### src/design/ataps_pkg.sv
package ataps_pkg;

  // Field widths of the request and result
  localparam int unsigned CountW = 7;
  localparam int unsigned IdW    = 6;

  // Default largest node count
  localparam int unsigned MaxNodesDefault = 64;

  // Request: node count and this node's id
  typedef struct packed {
    logic [CountW-1:0] node_count;
    logic [IdW-1:0]    node_id;
  } req_t;

  // Result: one schedule slot
  typedef struct packed {
    logic [IdW-1:0] partner;
    logic           last_slot;
    logic           bad_request;
  } rsp_t;

  // Commands from controller to datapath
  typedef struct packed {
    logic load;  // capture a new request
    logic step;  // produce the next slot into the output register
  } cmd_t;

  // Status from datapath to controller
  typedef struct packed {
    logic last;  // the slot produced on step is the final one
  } sts_t;

  // Controller states, one-hot
  typedef enum logic [1:0] {
    StIdle = 2'b01,
    StRun  = 2'b10
  } state_e;

endpackage

### src/design/ataps_ctrl.sv
module ataps_ctrl (
  input  logic                clk_i,
  input  logic                rst_ni,
  input  logic                in_valid_i,
  output logic                in_ready_o,
  output logic                out_valid_o,
  input  logic                out_ready_i,
  output ataps_pkg::cmd_t     cmd_o,
  input  ataps_pkg::sts_t     sts_i
);

  ataps_pkg::state_e state_q, state_d;
  logic              out_valid_q, out_valid_d;
  logic              can_step;

  // Output register is free when empty or being drained this cycle
  assign can_step = !out_valid_q || out_ready_i;

  // Sequence one request at a time
  always_comb begin
    state_d     = state_q;
    out_valid_d = out_valid_q && !out_ready_i;
    cmd_o.load  = 1'b0;
    cmd_o.step  = 1'b0;
    unique case (state_q)
      ataps_pkg::StIdle: begin
        if (in_valid_i) begin
          cmd_o.load = 1'b1;
          state_d    = ataps_pkg::StRun;
        end
      end
      ataps_pkg::StRun: begin
        if (can_step) begin
          cmd_o.step  = 1'b1;
          out_valid_d = 1'b1;
          if (sts_i.last) begin
            state_d = ataps_pkg::StIdle;
          end
        end
      end
      default: begin
        state_d = ataps_pkg::StIdle;
      end
    endcase
  end

  always_ff @(posedge clk_i or negedge rst_ni) begin
    if (!rst_ni) begin
      state_q     <= ataps_pkg::StIdle;
      out_valid_q <= 1'b0;
    end else begin
      state_q     <= state_d;
      out_valid_q <= out_valid_d;
    end
  end

  assign in_ready_o  = (state_q == ataps_pkg::StIdle);
  assign out_valid_o = out_valid_q;

endmodule

### src/design/ataps_dp.sv
module ataps_dp #(
  parameter int unsigned MAX_NODES = ataps_pkg::MaxNodesDefault
) (
  input  logic               clk_i,
  input  logic               rst_ni,
  input  ataps_pkg::req_t    req_i,
  input  ataps_pkg::cmd_t    cmd_i,
  output ataps_pkg::sts_t    sts_o,
  output ataps_pkg::rsp_t    rsp_o
);

  localparam int unsigned CW = ataps_pkg::CountW;
  localparam int unsigned IW = ataps_pkg::IdW;

  // Held request and slot sequencer
  logic [CW-1:0] cnt_q, cnt_d;
  logic [IW-1:0] id_q, id_d;
  logic          bad_q, bad_d;
  logic          self_q, self_d;
  logic [IW-1:0] pe_q, pe_d;
  logic [CW-1:0] rem_q, rem_d;
  ataps_pkg::rsp_t out_q, out_d;

  // Round arithmetic
  logic          even;
  logic [CW-1:0] m, half, pe_w, id_w, cnt_m1;
  logic [CW-1:0] i1_raw, i1, i2_raw, i2, p1_raw, p1, p2_raw, p2;
  logic [IW-1:0] pair_partner, slot_partner;

  assign even   = !cnt_q[0];
  assign cnt_m1 = cnt_q - CW'(1);
  assign m      = even ? cnt_m1 : cnt_q;
  assign half   = even ? (cnt_q >> 1) : ((cnt_q + CW'(1)) >> 1);
  assign pe_w   = CW'(pe_q);
  assign id_w   = CW'(id_q);

  // Offsets of this node from the round's center, reduced mod m
  assign i1_raw = pe_w - id_w + m;
  assign i1     = (i1_raw >= m) ? i1_raw - m : i1_raw;
  assign i2_raw = id_w - pe_w + m;
  assign i2     = (i2_raw >= m) ? i2_raw - m : i2_raw;
  assign p1_raw = pe_w + i1;
  assign p1     = (p1_raw >= m) ? p1_raw - m : p1_raw;
  assign p2_raw = pe_w - i2 + m;
  assign p2     = (p2_raw >= m) ? p2_raw - m : p2_raw;

  assign pair_partner = (i1 < half) ? p1[IW-1:0] : p2[IW-1:0];

  // Pick the partner of the current round
  always_comb begin
    priority if (pe_q == id_q) begin
      slot_partner = even ? cnt_m1[IW-1:0] : pe_q;
    end else if (even && (cnt_m1 == id_w)) begin
      slot_partner = pe_q;
    end else begin
      slot_partner = pair_partner;
    end
  end

  assign sts_o.last = bad_q || (rem_q == CW'(1));

  // Load a request, or emit a slot and advance
  always_comb begin
    cnt_d  = cnt_q;
    id_d   = id_q;
    bad_d  = bad_q;
    self_d = self_q;
    pe_d   = pe_q;
    rem_d  = rem_q;
    out_d  = out_q;
    if (cmd_i.load) begin
      cnt_d  = req_i.node_count;
      id_d   = req_i.node_id;
      bad_d  = (CW'(req_i.node_id) >= req_i.node_count)
            || (32'(req_i.node_count) > MAX_NODES);
      self_d = !req_i.node_count[0];
      pe_d   = '0;
      rem_d  = req_i.node_count;
    end else if (cmd_i.step) begin
      out_d.last_slot   = sts_o.last;
      out_d.bad_request = bad_q;
      if (bad_q) begin
        out_d.partner = '0;
      end else if (self_q) begin
        out_d.partner = id_q;
      end else begin
        out_d.partner = slot_partner;
      end
      if (self_q) begin
        self_d = 1'b0;
      end else begin
        pe_d = pe_q + IW'(1);
      end
      rem_d = rem_q - CW'(1);
    end
  end

  // Control flags need reset; payload does not
  always_ff @(posedge clk_i or negedge rst_ni) begin
    if (!rst_ni) begin
      bad_q  <= 1'b0;
      self_q <= 1'b0;
      rem_q  <= '0;
    end else begin
      bad_q  <= bad_d;
      self_q <= self_d;
      rem_q  <= rem_d;
    end
  end

  always_ff @(posedge clk_i) begin
    cnt_q <= cnt_d;
    id_q  <= id_d;
    pe_q  <= pe_d;
    out_q <= out_d;
  end

  assign rsp_o = out_q;

endmodule

### src/design/all_to_all_partner_schedule_top.sv
// Round-robin partner schedule. Each request carries a node count N and this
// node's id; the block returns N results, one per schedule slot, naming the
// node to exchange with in that slot, with last_slot set on the final one.
// Every node meets itself once: for an even count the self slot comes first
// and node N-1 is the fixed pivot; an odd count runs with a virtual extra node
// that never appears. An id not below the count, or a count above MAX_NODES,
// gives one result with partner 0 and bad_request set. A request is captured
// while the block is idle; the slot sequencer then gives one slot per cycle
// while the output register is free or being drained, and its round
// arithmetic resolves each slot combinationally. A new request is taken
// while the final result still waits in the output register.
module all_to_all_partner_schedule_top #(
  parameter int unsigned MAX_NODES = ataps_pkg::MaxNodesDefault
) (
  input  logic             clk_i,
  input  logic             rst_ni,
  input  logic             in_valid_i,
  output logic             in_ready_o,
  input  ataps_pkg::req_t  in_req_i,
  output logic             out_valid_o,
  input  logic             out_ready_i,
  output ataps_pkg::rsp_t  out_rsp_o
);

  ataps_pkg::cmd_t cmd;
  ataps_pkg::sts_t sts;

  // Sequence requests and handshakes
  ataps_ctrl u_ctrl (
    .clk_i       (clk_i),
    .rst_ni      (rst_ni),
    .in_valid_i  (in_valid_i),
    .in_ready_o  (in_ready_o),
    .out_valid_o (out_valid_o),
    .out_ready_i (out_ready_i),
    .cmd_o       (cmd),
    .sts_i       (sts)
  );

  // Hold the request and compute each slot's partner
  ataps_dp #(
    .MAX_NODES (MAX_NODES)
  ) u_dp (
    .clk_i  (clk_i),
    .rst_ni (rst_ni),
    .req_i  (in_req_i),
    .cmd_i  (cmd),
    .sts_o  (sts),
    .rsp_o  (out_rsp_o)
  );

endmodule

### config.mk
export PLATFORM = sky130hd
export DESIGN_NAME = all_to_all_partner_schedule_top
export DESIGN_NICKNAME = d
export VERILOG_FILES = /design/src/design/ataps_pkg.sv /design/src/design/ataps_ctrl.sv /design/src/design/ataps_dp.sv /design/src/design/all_to_all_partner_schedule_top.sv
export SDC_FILE = /design/constraint.sdc
export NUM_CORES = 1
export LEC_CHECK = 0
export ABC_AREA = 1
export BUFFER_PORTS_ARGS = -buffer_cell sky130_fd_sc_hd__buf_2
export CORE_MARGIN = 4
export CORE_UTILIZATION = 64
export CTS_CLUSTER_DIAMETER = 40
export DETAILED_ROUTE_END_ITERATION = 12
export HOLD_SLACK_MARGIN = 0.12
export PLACE_DENSITY = 0.82
export SYNTH_ARGS = -nofsm -noshare
export SYNTH_HDL_FRONTEND = slang
export SYNTH_SLANG_ARGS = --single-unit
export TNS_END_PERCENT = 1
### constraint.sdc
create_clock -name clk_i -period 9.45 [get_ports clk_i]
set_input_delay 0.945 -clock clk_i [delete_from_list [all_inputs] [get_ports clk_i]]
set_output_delay 0.945 -clock clk_i [all_outputs]
set_load 0.01 [all_outputs]
==> After elaboration in Yosys (flattened, before gate mapping) <==
Index checks and enable logic that the tools add are counted.
{ "op_classes": {"mux": 25, "add_sub_neg": 15, "eq_ne": 8, "reduce_logical": 13, "n_bitwise": 2, "magnitude_cmp": 7} }
{ "ops": {"columns": ["cell", "count"], "rows": [
  ["$mux W6", 8],
  ["$mux W7", 5],
  ["$ge A7 B7 Y1", 4],
  ["$add A7 B7 Y7", 3],
  ["$sub A6 B6 Y7", 2],
  ["$sub A7 B1 Y7 const B", 2],
  ["$sub A7 B7 Y7", 2],
  ["$sub A6 B6 Y6", 2],
  ["$mux W1", 8],
  ["$add A6 B7 Y7", 1],
  ["$add A7 B1 Y7 const B", 1],
  ["$eq A7 B1 Y1 const B", 1],
  ["$eq A7 B6 Y1", 1],
  ["$ge A6 B7 Y1", 1],
  ["$gt A7 B7 Y1 const B", 1],
  ["$lt A7 B7 Y1", 1],
  ["$sub A6 B7 Y7", 1],
  ["$add A6 B1 Y6 const B", 1],
  ["$eq A6 B6 Y1", 1],
  ["$mux W2", 3],
  ["$logic_not A1 Y1", 4],
  ["$ne A2 B2 Y1 const B", 2],
  ["$pmux W2 S2", 1],
  ["$reduce_and A2 Y1", 2],
  ["other kinds (8)", 12]
]} }
{ "totals": {"regBits": 39, "input_bits": 17, "elab_cells": 81} }

==> Depth between registers and ports, before layout <==
Gate-level depths: netlist of the first run.
{ "logic_depth": {"word_depth": 13, "depth_mapped": 45} }

==> By module <==
A second synthesis of the first run with hierarchy kept.
{ "hier_totals": {"hier_cells": 688, "area_unflattened_um2": 5197.5} }
{ "modules_own_cells": {"columns": ["mod", "n_inst", "seq_area_each_um2", "cells_per_inst", "area_each_um2"], "rows": [
  ["ataps_dp", 1, 975.9, 669, 5042.3],
  ["ataps_ctrl", 1, 76.3, 19, 155.1]
]} }

==> Least setup slack after synthesis of the first run <==
Ideal clock, no wire load.
{ "synth_timing": {"kind": "flip-flop to flip-flop", "start": "reg u_dp.cnt_q[0]", "end": "reg u_dp.out_q, in the netlist u_dp.rsp_o[3], data pin", "setup_ns": 0.268, "path_slack_ns": 2.363, "arrival_ns": 6.819, "required_time_ns": 9.182, "path_buffers": 2, "path_stages_with_launch": 43, "path_cell_list": "edfxtp_1 -> buf_6 -> inv_2 -> ha_1 -> nand2_1 -> xor2_1 -> nor2_1 -> a21oi_1 -> inv_1 -> fa_1 -> ha_1 -> a21o_1 -> a21oi_1 -> xnor2_1 -> ha_1 -> nand2_1 -> a21oi_1 -> a211oi_1 -> [7 not listed] -> a21o_1 -> a21oi_1 -> xor2_1 -> xor2_1 -> ha_1 -> nand2_1 -> clkinv_1 -> nand4_1 -> o211ai_1 -> buf_2 -> o21ai_1 -> o21ai_0 -> inv_1 -> nand2_1 -> nand3_1 -> nand2_1 -> nand2_1 -> a21oi_2"} }
{ "synth_between": {"elab_chain_len": 13, "word_cells_on_any_way": 30, "cone_classes": "add/sub (11); order compare (5); eq/ne (1); mux (11); reduce/logical (2)"} }
{ "synth_lines": {"columns": ["element", "line_no", "source"], "rows": [
  ["from (decl)", "ataps_dp.sv:16", "logic [CW-1:0] cnt_q, cnt_d;"],
  ["from (signal assigned)", "ataps_dp.sv:112", "cnt_q <= cnt_d;"],
  ["$sub A7 B1 Y7", "ataps_dp.sv:31", "assign cnt_m1 = cnt_q - CW'(1);"],
  ["$mux W7", "ataps_dp.sv:32", "assign m = even ? cnt_m1 : cnt_q;"],
  ["$add A7 B7 Y7", "ataps_dp.sv:40", "assign i2_raw = id_w - pe_w + m;"],
  ["$sub A7 B7 Y7 / $ge A7 B7 Y1 (equally long branches)", "ataps_dp.sv:41", "assign i2 = (i2_raw >= m) ? i2_raw - m : i2_raw;"],
  ["$mux W7", "ataps_dp.sv:41", null],
  ["$sub A6 B7 Y7", "ataps_dp.sv:44", "assign p2_raw = pe_w - i2 + m;"],
  ["$add A7 B7 Y7", "ataps_dp.sv:44", null],
  ["$sub A6 B6 Y6 / $ge A7 B7 Y1 (equally long branches)", "ataps_dp.sv:45", "assign p2 = (p2_raw >= m) ? p2_raw - m : p2_raw;"],
  ["$mux W6", "ataps_dp.sv:45", null],
  ["$mux W6", "ataps_dp.sv:47", "assign pair_partner = (i1 < half) ? p1[IW-1:0] : p2[IW-1:0];"],
  ["$mux W6", "ataps_dp.sv:53", "end else if (even && (cnt_m1 == id_w)) begin"],
  ["$mux W6 *", "ataps_dp.sv:51", "priority if (pe_q == id_q) begin"],
  ["$mux W6 *", "ataps_dp.sv:84", "end else if (self_q) begin"],
  ["to (signal assigned)", "ataps_dp.sv:115", "out_q <= out_d;"],
  ["to (decl)", "ataps_dp.sv:22", "ataps_pkg::rsp_t out_q, out_d;"]
]} }
Mark *: on every way between the ends. The rest lies on a longest branch, timed or not.
A chain may end at the register's enable or synchronous reset.

==> Worst setup path in the final report of the first run <==
{ "layout_timing": {"start": "reg u_dp.cnt_q[0]", "end": "reg u_dp.out_q, in the netlist u_dp.rsp_o[7], data pin"} }
The elaborated chain is that of the path after synthesis.

==> run summary, run 1 <==
Status
* finished, final reports clean — run status

Clock tree
* 39 — clock net sink count
* 0.30 ns — worst skew pair latency
* done — TritonCTS clock tree
* 2 — Max Buffers Root-to-Sink
* sky130_fd_sc_hd__clkbuf_8 — root buffer selected by CTS
* 2 — CTS H-tree lvls
* 0 — PostCTS Resize Cnt
* 0 — number of hold buffers added after CTS
* 5 — clock buffer count from CTS
* 0.08 ns — clk slew on worst S/H paths
* 0 — count of buffers added by post-CTS timing repair for setup

Route
* 0 — ANT nets after route
* 0 — remaining routing DRC violations
* met4 — top layer reached by signal wires
* 428 — DRT iter0 DRCs
* 5.49 mm — Met1 Routed Length
* 5 — first-pass detailed-route iteration total
* 6.73 mm — met2 routed wirelength
* 4807 — total via count in the routed design
* 5.93 — drt via density
* 16.9 um — Avg WL per Cell
* 13.7 mm — post-detailed-routing wire length
* 960 um — met3 layer wire length in the routed design

Cells and area
* 813 — Total Nets Final
* 663 — fillers
* 0 — antenna diode count
* 6.04% — area added between synthesis and finish
* 811 — Cell Count, Final, Fillers Out
* 11.4% — layout cells sized above 1
* 70.8% — utilization after layout

Placed design
* 11.3 mm — placed wire-length estimate
* 0.958 — last weighted congestion value of the routability-driven placer
* 26 — count of buffers inserted at the top-level ports
* 803 — total instance count after detailed placement

STA
* no — unrepaired setup endpoints after global routing
* 0 ns — total negative setup slack
* 8.28 ns — minimum clock period
* 0.0118 ns — skew final
* 0 — max-slew violations
* 0 — Hold Violations, Final
* 0 — Setup-failing EPs final
* 87.6% — post-route clock period utilization
* 0.515 ns — Worst Hold Margin
* 121 MHz — upper clock frequency limit
* 0.676 ns — Tightest Pin Transition
* 54.7% — worst-case headroom to the max-slew limit

GRT
* 29.3% — Global Route Usage Sum
* 0 — overflow left after global routing
* 19 — pin count of the biggest net entering global routing
* 0 — initial antenna violation count
* 22.8 mm — global-route wire length before repair
* 4765 — number of global-route vias before repair

Synthesis
* 785 — Synth Net Count
* sky130_fd_sc_hd__nand2_1 — most instantiated library cell after synthesis
* 7.67 um^2 — post-synthesis average cell area
* sky130_fd_sc_hd__ha_1 — library cell with the largest summed area after synthesis
* 680 — Gate Count Post-Synth
* 51 — Synth cell types
* sky130_fd_sc_hd__nand2_1, sky130_fd_sc_hd__inv_1, sky130_fd_sc_hd__ha_1 — most instantiated cells after synthesis
* 20.2% — sequential area share after synthesis
* sky130_fd_sc_hd__ha_1, sky130_fd_sc_hd__edfxtp_1, sky130_fd_sc_hd__nand2_1 — Area contributors post-synth
* sky130_fd_sc_hd__edfxtp_1 — most used flip-flop cell after synthesis
* 16.3% — area fraction of the dominant cell type after synthesis
* 39 — flip-flop and latch count after synthesis
* 0 — count of yosys warnings during synthesis
* 21 — number of synthesized flops with an enable pin
* 30.8% — fraction of registers with async set or reset after synthesis
* 5220 um^2 — cell area after synthesis

Floorplanning
* 7810 um^2 — area of the core region
* 66.8% — Initial Utilization
* 27 — count of boundary I/O pins
* 9660 um^2 — Die Area
* 98.3 um — floorplan die width
* 32 — number of core rows
* 98.3 um — Die Y

Critical path
* 37 — number of cell instances on the worst register-to-register path
* flip-flop to flip-flop — type of the worst setup path
* flip-flop — Critical Path End Type
* u_dp.cnt_q[0] — start of the worst register-to-register path
* sky130_fd_sc_hd__nand2_1 — Most common cell on crit path
* 1.17 ns — register-to-register path setup slack
* sky130_fd_sc_hd__edfxtp_1 — CP max-delay cell
* 17 — Worst Path Max Fanout
* 9.50 ns — required time at the worst-slack endpoint
* 8.32 ns — Crit path arrival time
* flip-flop — Critical Path Source Type
* 0.77 ns — Max stage delay on crit path
* u_dp.rsp_o[7] — Crit Reg-Reg Endpoint

Min path
* primary input to asynchronous set/reset pin — Hold/Removal Path Class

Run
* 0 — max-cap check violation count

==> state kept, by name, summed over array words and instances (netlist names) <==
register and count:
u_dp.rem_q 7, u_dp.rsp_o 8, u_dp.bad_q 1, u_dp.pe_q 6, u_dp.self_q 1, u_ctrl.out_valid_o 1, u_ctrl.state_q 2, u_dp.cnt_q 7
u_dp.id_q 6
==> critical path: cells and delay by family, from the launching register on <==
| kind | cells | cell delay (ns) |
|---|---|---|
| compound gates | 12 | 1.99 |
| xor+xnor | 4 | 0.71 |
| fa+ha+maj | 7 | 2.70 |
| buf+inv | 2 | 0.39 |
| flops | 1 | 0.77 |
| simple gates | 12 | 1.49 |
==> metrics by stage <==
step                instance area (um^2)  setup slack, ns
finish                              5530             1.17
global route                        5530            0.631
CTS                                 5530             1.27
detailed placement                  5450             1.28
global placement                    5450             1.61
floorplan                           5220             2.36
==> worst max path at each step <==
stage	from	end	depth (start not counted)
6_report	u_dp.cnt_q[0]	u_dp.rsp_o[7]	37
5_1_grt	u_dp.cnt_q[0]	u_dp.rsp_o[3]	38
4_1_cts	u_dp.cnt_q[0]	u_dp.rsp_o[3]	38
3_5_place_dp	u_dp.cnt_q[0]	u_dp.rsp_o[3]	37
2_1_floorplan	u_dp.cnt_q[0]	u_dp.rsp_o[3]	42
3_3_place_gp	u_dp.cnt_q[0]	u_dp.rsp_o[5]	35
==> logic make-up (layout without fill, tap and decap cells) <==
family | Yosys count | in the layout | synth area share (%)
compound gates | 132 | 132 | 14.8
xor+xnor | 54 | 54 | 9.35
fa+ha+maj | 88 | 88 | 24.0
buf+inv | 126 | 155 | 9.71
flops | 39 | 39 | 20.2
simple gates | 241 | 241 | 21.9
==> cell type report <==
type                    instances  area, um^2  share of cell area, %
clock buffers                   6        72.6                   1.31
multi-input cells             515        3660                   66.1
inverters                     118         457                   8.26
well taps                     102         128                   2.31
flip-flops and latches         39        1050                   19.0
clock inverters                 2        12.5                  0.226
repair buffers                 29         153                   2.76
==> routing by layer <==
| metal | vias to the layer above | GRT usage (%) |
|---|---|---|
| met5 | - | 0 |
| met4 | 0 | 12.4 |
| met3 | 46 | 4.29 |
| met2 | 207 | 50.8 |
| met1 | 2238 | 36.1 |
| li1 | 2316 | - |
==> layout by cell type (no fill, tap or decap), types with 3 or more instances in the layout <==
cell,Yosys,layout
sky130_fd_sc_hd__nand2_1,120,120
sky130_fd_sc_hd__inv_1,102,102
sky130_fd_sc_hd__ha_1,68,68
sky130_fd_sc_hd__a21oi_1,43,43
sky130_fd_sc_hd__xor2_1,37,37
sky130_fd_sc_hd__nor2_1,37,37
sky130_fd_sc_hd__o21ai_0,35,35
sky130_fd_sc_hd__nand3_1,27,27
sky130_fd_sc_hd__buf_2,1,26
sky130_fd_sc_hd__edfxtp_1,21,21
sky130_fd_sc_hd__fa_1,20,20
sky130_fd_sc_hd__o21ai_1,18,18
sky130_fd_sc_hd__nand4_1,18,18
sky130_fd_sc_hd__xnor2_1,15,15
sky130_fd_sc_hd__inv_2,13,13
sky130_fd_sc_hd__dfrtp_1,11,11
sky130_fd_sc_hd__nor3_1,10,10
sky130_fd_sc_hd__a21oi_2,7,7
sky130_fd_sc_hd__dfxtp_1,6,6
sky130_fd_sc_hd__a21o_1,5,5
sky130_fd_sc_hd__o211ai_1,5,5
sky130_fd_sc_hd__clkbuf_8,0,5
sky130_fd_sc_hd__nand2_4,4,4
sky130_fd_sc_hd__nand3_2,4,4
sky130_fd_sc_hd__nand2_2,4,4
sky130_fd_sc_hd__nor4_1,4,4
sky130_fd_sc_hd__o221ai_1,4,4
sky130_fd_sc_hd__a211oi_1,3,3
sky130_fd_sc_hd__a31oi_1,3,3
sky130_fd_sc_hd__o21a_1,3,3
sky130_fd_sc_hd__buf_4,1,3
Power of run 1 is not shown: default switching activity piles up to over one toggle a cycle in this logic, so the estimate is an artifact.
==> inputs of run 2 (changes only) <==
--- a/config.mk
+++ b/config.mk
@@ -5,7 +5,6 @@
 export SDC_FILE = /design/constraint.sdc
 export NUM_CORES = 1
 export LEC_CHECK = 0
-export ABC_AREA = 1
 export BUFFER_PORTS_ARGS = -buffer_cell sky130_fd_sc_hd__buf_2
 export CORE_MARGIN = 4
 export CORE_UTILIZATION = 64
==> run 2 against run 1 <==
  * Register-to-register slack worse by 0.48 ns
  * Synthesized cell count shrank 14%
  * Critical path type unchanged
  * Count of clock-buffer cells in the layout is the same
  * Synthesized area barely moved
  * Cell count down 13%
  * Setup slack got worse by 0.48 ns
  * Critical path depth decreased by 6
  * Wire length down 4.5%
  * Sequential cell count unchanged
  * Critical endpoint is now u_dp.rsp_o[3]
==> run summary, run 2 <==
Status
* finished, final reports clean — run status

Floorplanning
* 7810 um^2 — area of the core region, unchanged
* 98.3 um — floorplan die width, about the same
* 32 — number of core rows, unchanged
* 66.8% — Initial Utilization, about the same
* 27 — count of boundary I/O pins, unchanged
* 9660 um^2 — Die Area, about the same
* 98.3 um — Die Y, about the same

Cells and area
* 626 — fillers, -5.6%
* 705 — Cell Count, Final, Fillers Out, -13%
* sky130_fd_sc_hd__ha_1 — most common cell after layout, fill and taps aside
* 5490 um^2 — Finished Cell Area, -0.68%
* 0 — antenna diode count, unchanged
* 707 — Total Nets Final, -13%
* 9.95% — layout cells sized above 1, -1.5 points
* 1050 um^2 — area occupied by registers, unchanged
* sky130_fd_sc_hd__ha_1, sky130_fd_sc_hd__inv_1, sky130_fd_sc_hd__a21oi_1 — commonest cells after routing, fill and taps aside
* 5.30% — area added between synthesis and finish
* 3860 um^2 — total area of multi-input combinational cells, +5.6%
* 8 — number of flip-flops in the largest register, unchanged

GRT
* 26 — pin count of the biggest net entering global routing, +7
* 0 — overflow left after global routing, unchanged
* 4621 — number of global-route vias before repair, -3.0%
* 0 — initial antenna violation count, unchanged
* 27.6% — Global Route Usage Sum, -1.6 points
* 22.0 mm — global-route wire length before repair, -3.5%

STA
* 114 MHz — upper clock frequency limit, -5.5%
* 0 ns — total negative setup slack, unchanged
* 0 — Setup-failing EPs final, unchanged
* no — unrepaired setup endpoints after global routing
* 0 — max-slew violations, unchanged
* 0.0121 ns — skew final, +0.000286 ns
* 8.76 ns — minimum clock period, +0.485 ns
* 0 — Hold Violations, Final, unchanged
* 0.784 ns — Tightest Pin Transition, +0.108 ns
* 47.7% — worst-case headroom to the max-slew limit, -7.0 points
* 92.7% — post-route clock period utilization, +5.1 points

Placed design
* 10.6 mm — placed wire-length estimate, -5.9%
* 5400 um^2 — cell area after placement, -0.80%
* 697 — total instance count after detailed placement, -13%
* 1.04 — last weighted congestion value of the routability-driven placer, +8.4%
* 26 — count of buffers inserted at the top-level ports, unchanged

Critical path
* flip-flop to flip-flop — type of the worst setup path
* 18 — Worst Path Max Fanout, +1
* sky130_fd_sc_hd__ha_1 — Most common cell on crit path
* 0.71 ns — Max stage delay on crit path, -0.06 ns
* 9.47 ns — required time at the worst-slack endpoint, -0.03 ns
* 8.78 ns — Crit path arrival time, +0.46 ns
* 0.69 ns — register-to-register path setup slack, -0.48 ns
* flip-flop — Critical Path End Type
* sky130_fd_sc_hd__edfxtp_1 — CP max-delay cell
* flip-flop — Critical Path Source Type

Clock tree
* 2 — Max Buffers Root-to-Sink, unchanged
* 5 — clock buffer count from CTS, unchanged
* 2 — CTS H-tree lvls, unchanged
* 39 — clock net sink count, unchanged
* 0.28 ns — worst skew pair latency, -0.02 ns
* sky130_fd_sc_hd__clkbuf_8 — root buffer selected by CTS
* 0.08 ns — clk slew on worst S/H paths, about the same
* done — TritonCTS clock tree
* 0 — count of buffers added by post-CTS timing repair for setup, unchanged

Run
* 0 — max-cap check violation count, unchanged

Synthesis
* 66 — Synth cell types, +29%
* 16.3% — area fraction of the dominant cell type after synthesis, about the same
* sky130_fd_sc_hd__edfxtp_1 — most used flip-flop cell after synthesis
* sky130_fd_sc_hd__ha_1, sky130_fd_sc_hd__inv_1, sky130_fd_sc_hd__a21oi_1 — most instantiated cells after synthesis
* sky130_fd_sc_hd__ha_1, sky130_fd_sc_hd__edfxtp_1, sky130_fd_sc_hd__fa_1 — Area contributors post-synth
* 39 — flip-flop and latch count after synthesis, unchanged
* 5220 um^2 — cell area after synthesis, about the same
* 21 — number of synthesized flops with an enable pin, unchanged
* sky130_fd_sc_hd__ha_1 — most instantiated library cell after synthesis
* 20.2% — sequential area share after synthesis, about the same
* 690 — Synth Net Count, -12%
* sky130_fd_sc_hd__ha_1 — library cell with the largest summed area after synthesis
* 8.92 um^2 — post-synthesis average cell area, +16%
* 30.8% — fraction of registers with async set or reset after synthesis, unchanged
* 585 — Gate Count Post-Synth, -14%
* 0 — count of yosys warnings during synthesis, unchanged

Route
* 4534 — total via count in the routed design, -5.7%
* 5 — first-pass detailed-route iteration total, unchanged
* 0 — remaining routing DRC violations, unchanged
* 6.43 — drt via density, +8.5%
* 18.6 um — Avg WL per Cell, +9.9%
* 13.1 mm — post-detailed-routing wire length, -4.5%
* 305 — DRT iter0 DRCs, -29%
* 0 — ANT nets after route, unchanged

Min path
* flip-flop to flip-flop — Hold/Removal Path Class

[run 2: metal layers]
| metal | GRT usage [%] | share of wire (%) | routed length [um] |
|---|---|---|---|
| met4 | 11.2 | 4.4 | 576 |
| met3 | 3.64 | 5.4 | 705 |
| met2 | 48.4 | 49 | 6420 |
| met1 | 34.2 | 41 | 5410 |
| met5 | 0 | 0 | 0 |
[run 2: cells by family (layout without fill, tap and decap cells)]
family,Yosys count,in the layout,synth area share (%)
AOI/OAI and AO/OA,165,165,21.7
xor gates and xnor gates,65,65,11.8
adders and majority gates,88,88,24.0
buffers and inverters,78,96,5.92
DFF,39,39,20.2
muxes,13,13,2.64
and+or+nand+nor,137,137,13.7
[run 2: worst max-delay path, delay by kind of cell (launching register included)]
family	cells	cell delay [ns]
AOI/OAI and AO/OA	13	2.71
buffers and inverters	3	0.44
muxes	1	0.40
and+or+nand+nor	5	0.84
adders and majority gates	7	3.05
DFF	1	0.71
xor gates and xnor gates	2	0.34
[run 2: per-stage QoR]
step           setup slack, ns  utilization [%]  hold WS [ns]
3_5_place_dp             0.653             69.2         0.495
5_1_grt                  0.125             70.4         0.531
6_report                 0.686             70.4         0.523
2_1_floorplan             1.76                -         0.423
3_3_place_gp              1.03             69.2         0.496
4_1_cts                  0.614             70.3         0.517
[run 2: cell type report]
cell class / count / share of cell area (%)
Tap cell: 102 / 2.32
Timing Repair Buffer: 27 / 2.51
Multi-Input combinational cell: 468 / 70.3
Inverter: 61 / 4.17
Sequential cell: 39 / 19.2
Clock buffer: 6 / 1.32
Clock inverter: 2 / 0.228
[run 2: timing repair]
item / CTS / global route
endpoints found under the setup margin: 0 / 6
resized for setup: 0 / 2
hold buffers: 0 / 0
[run 2: worst paths after layout]
| check | from | end | depth (start not counted) |
|---|---|---|---|
| max reg2reg | u_dp.cnt_q[0] | u_dp.rsp_o[3] | 31 |
| max in group asynchronous | rst_ni | u_ctrl.state_q[0] | 1 |
| min | u_ctrl.state_q[1] | u_ctrl.out_valid_o | 2 |
| min in group asynchronous | rst_ni | u_ctrl.state_q[1] | 1 |
| min reg2reg | u_ctrl.state_q[1] | u_ctrl.out_valid_o | 2 |
| max | u_dp.cnt_q[0] | u_dp.rsp_o[3] | 31 |
Power of run 2 is left out for the same reason.
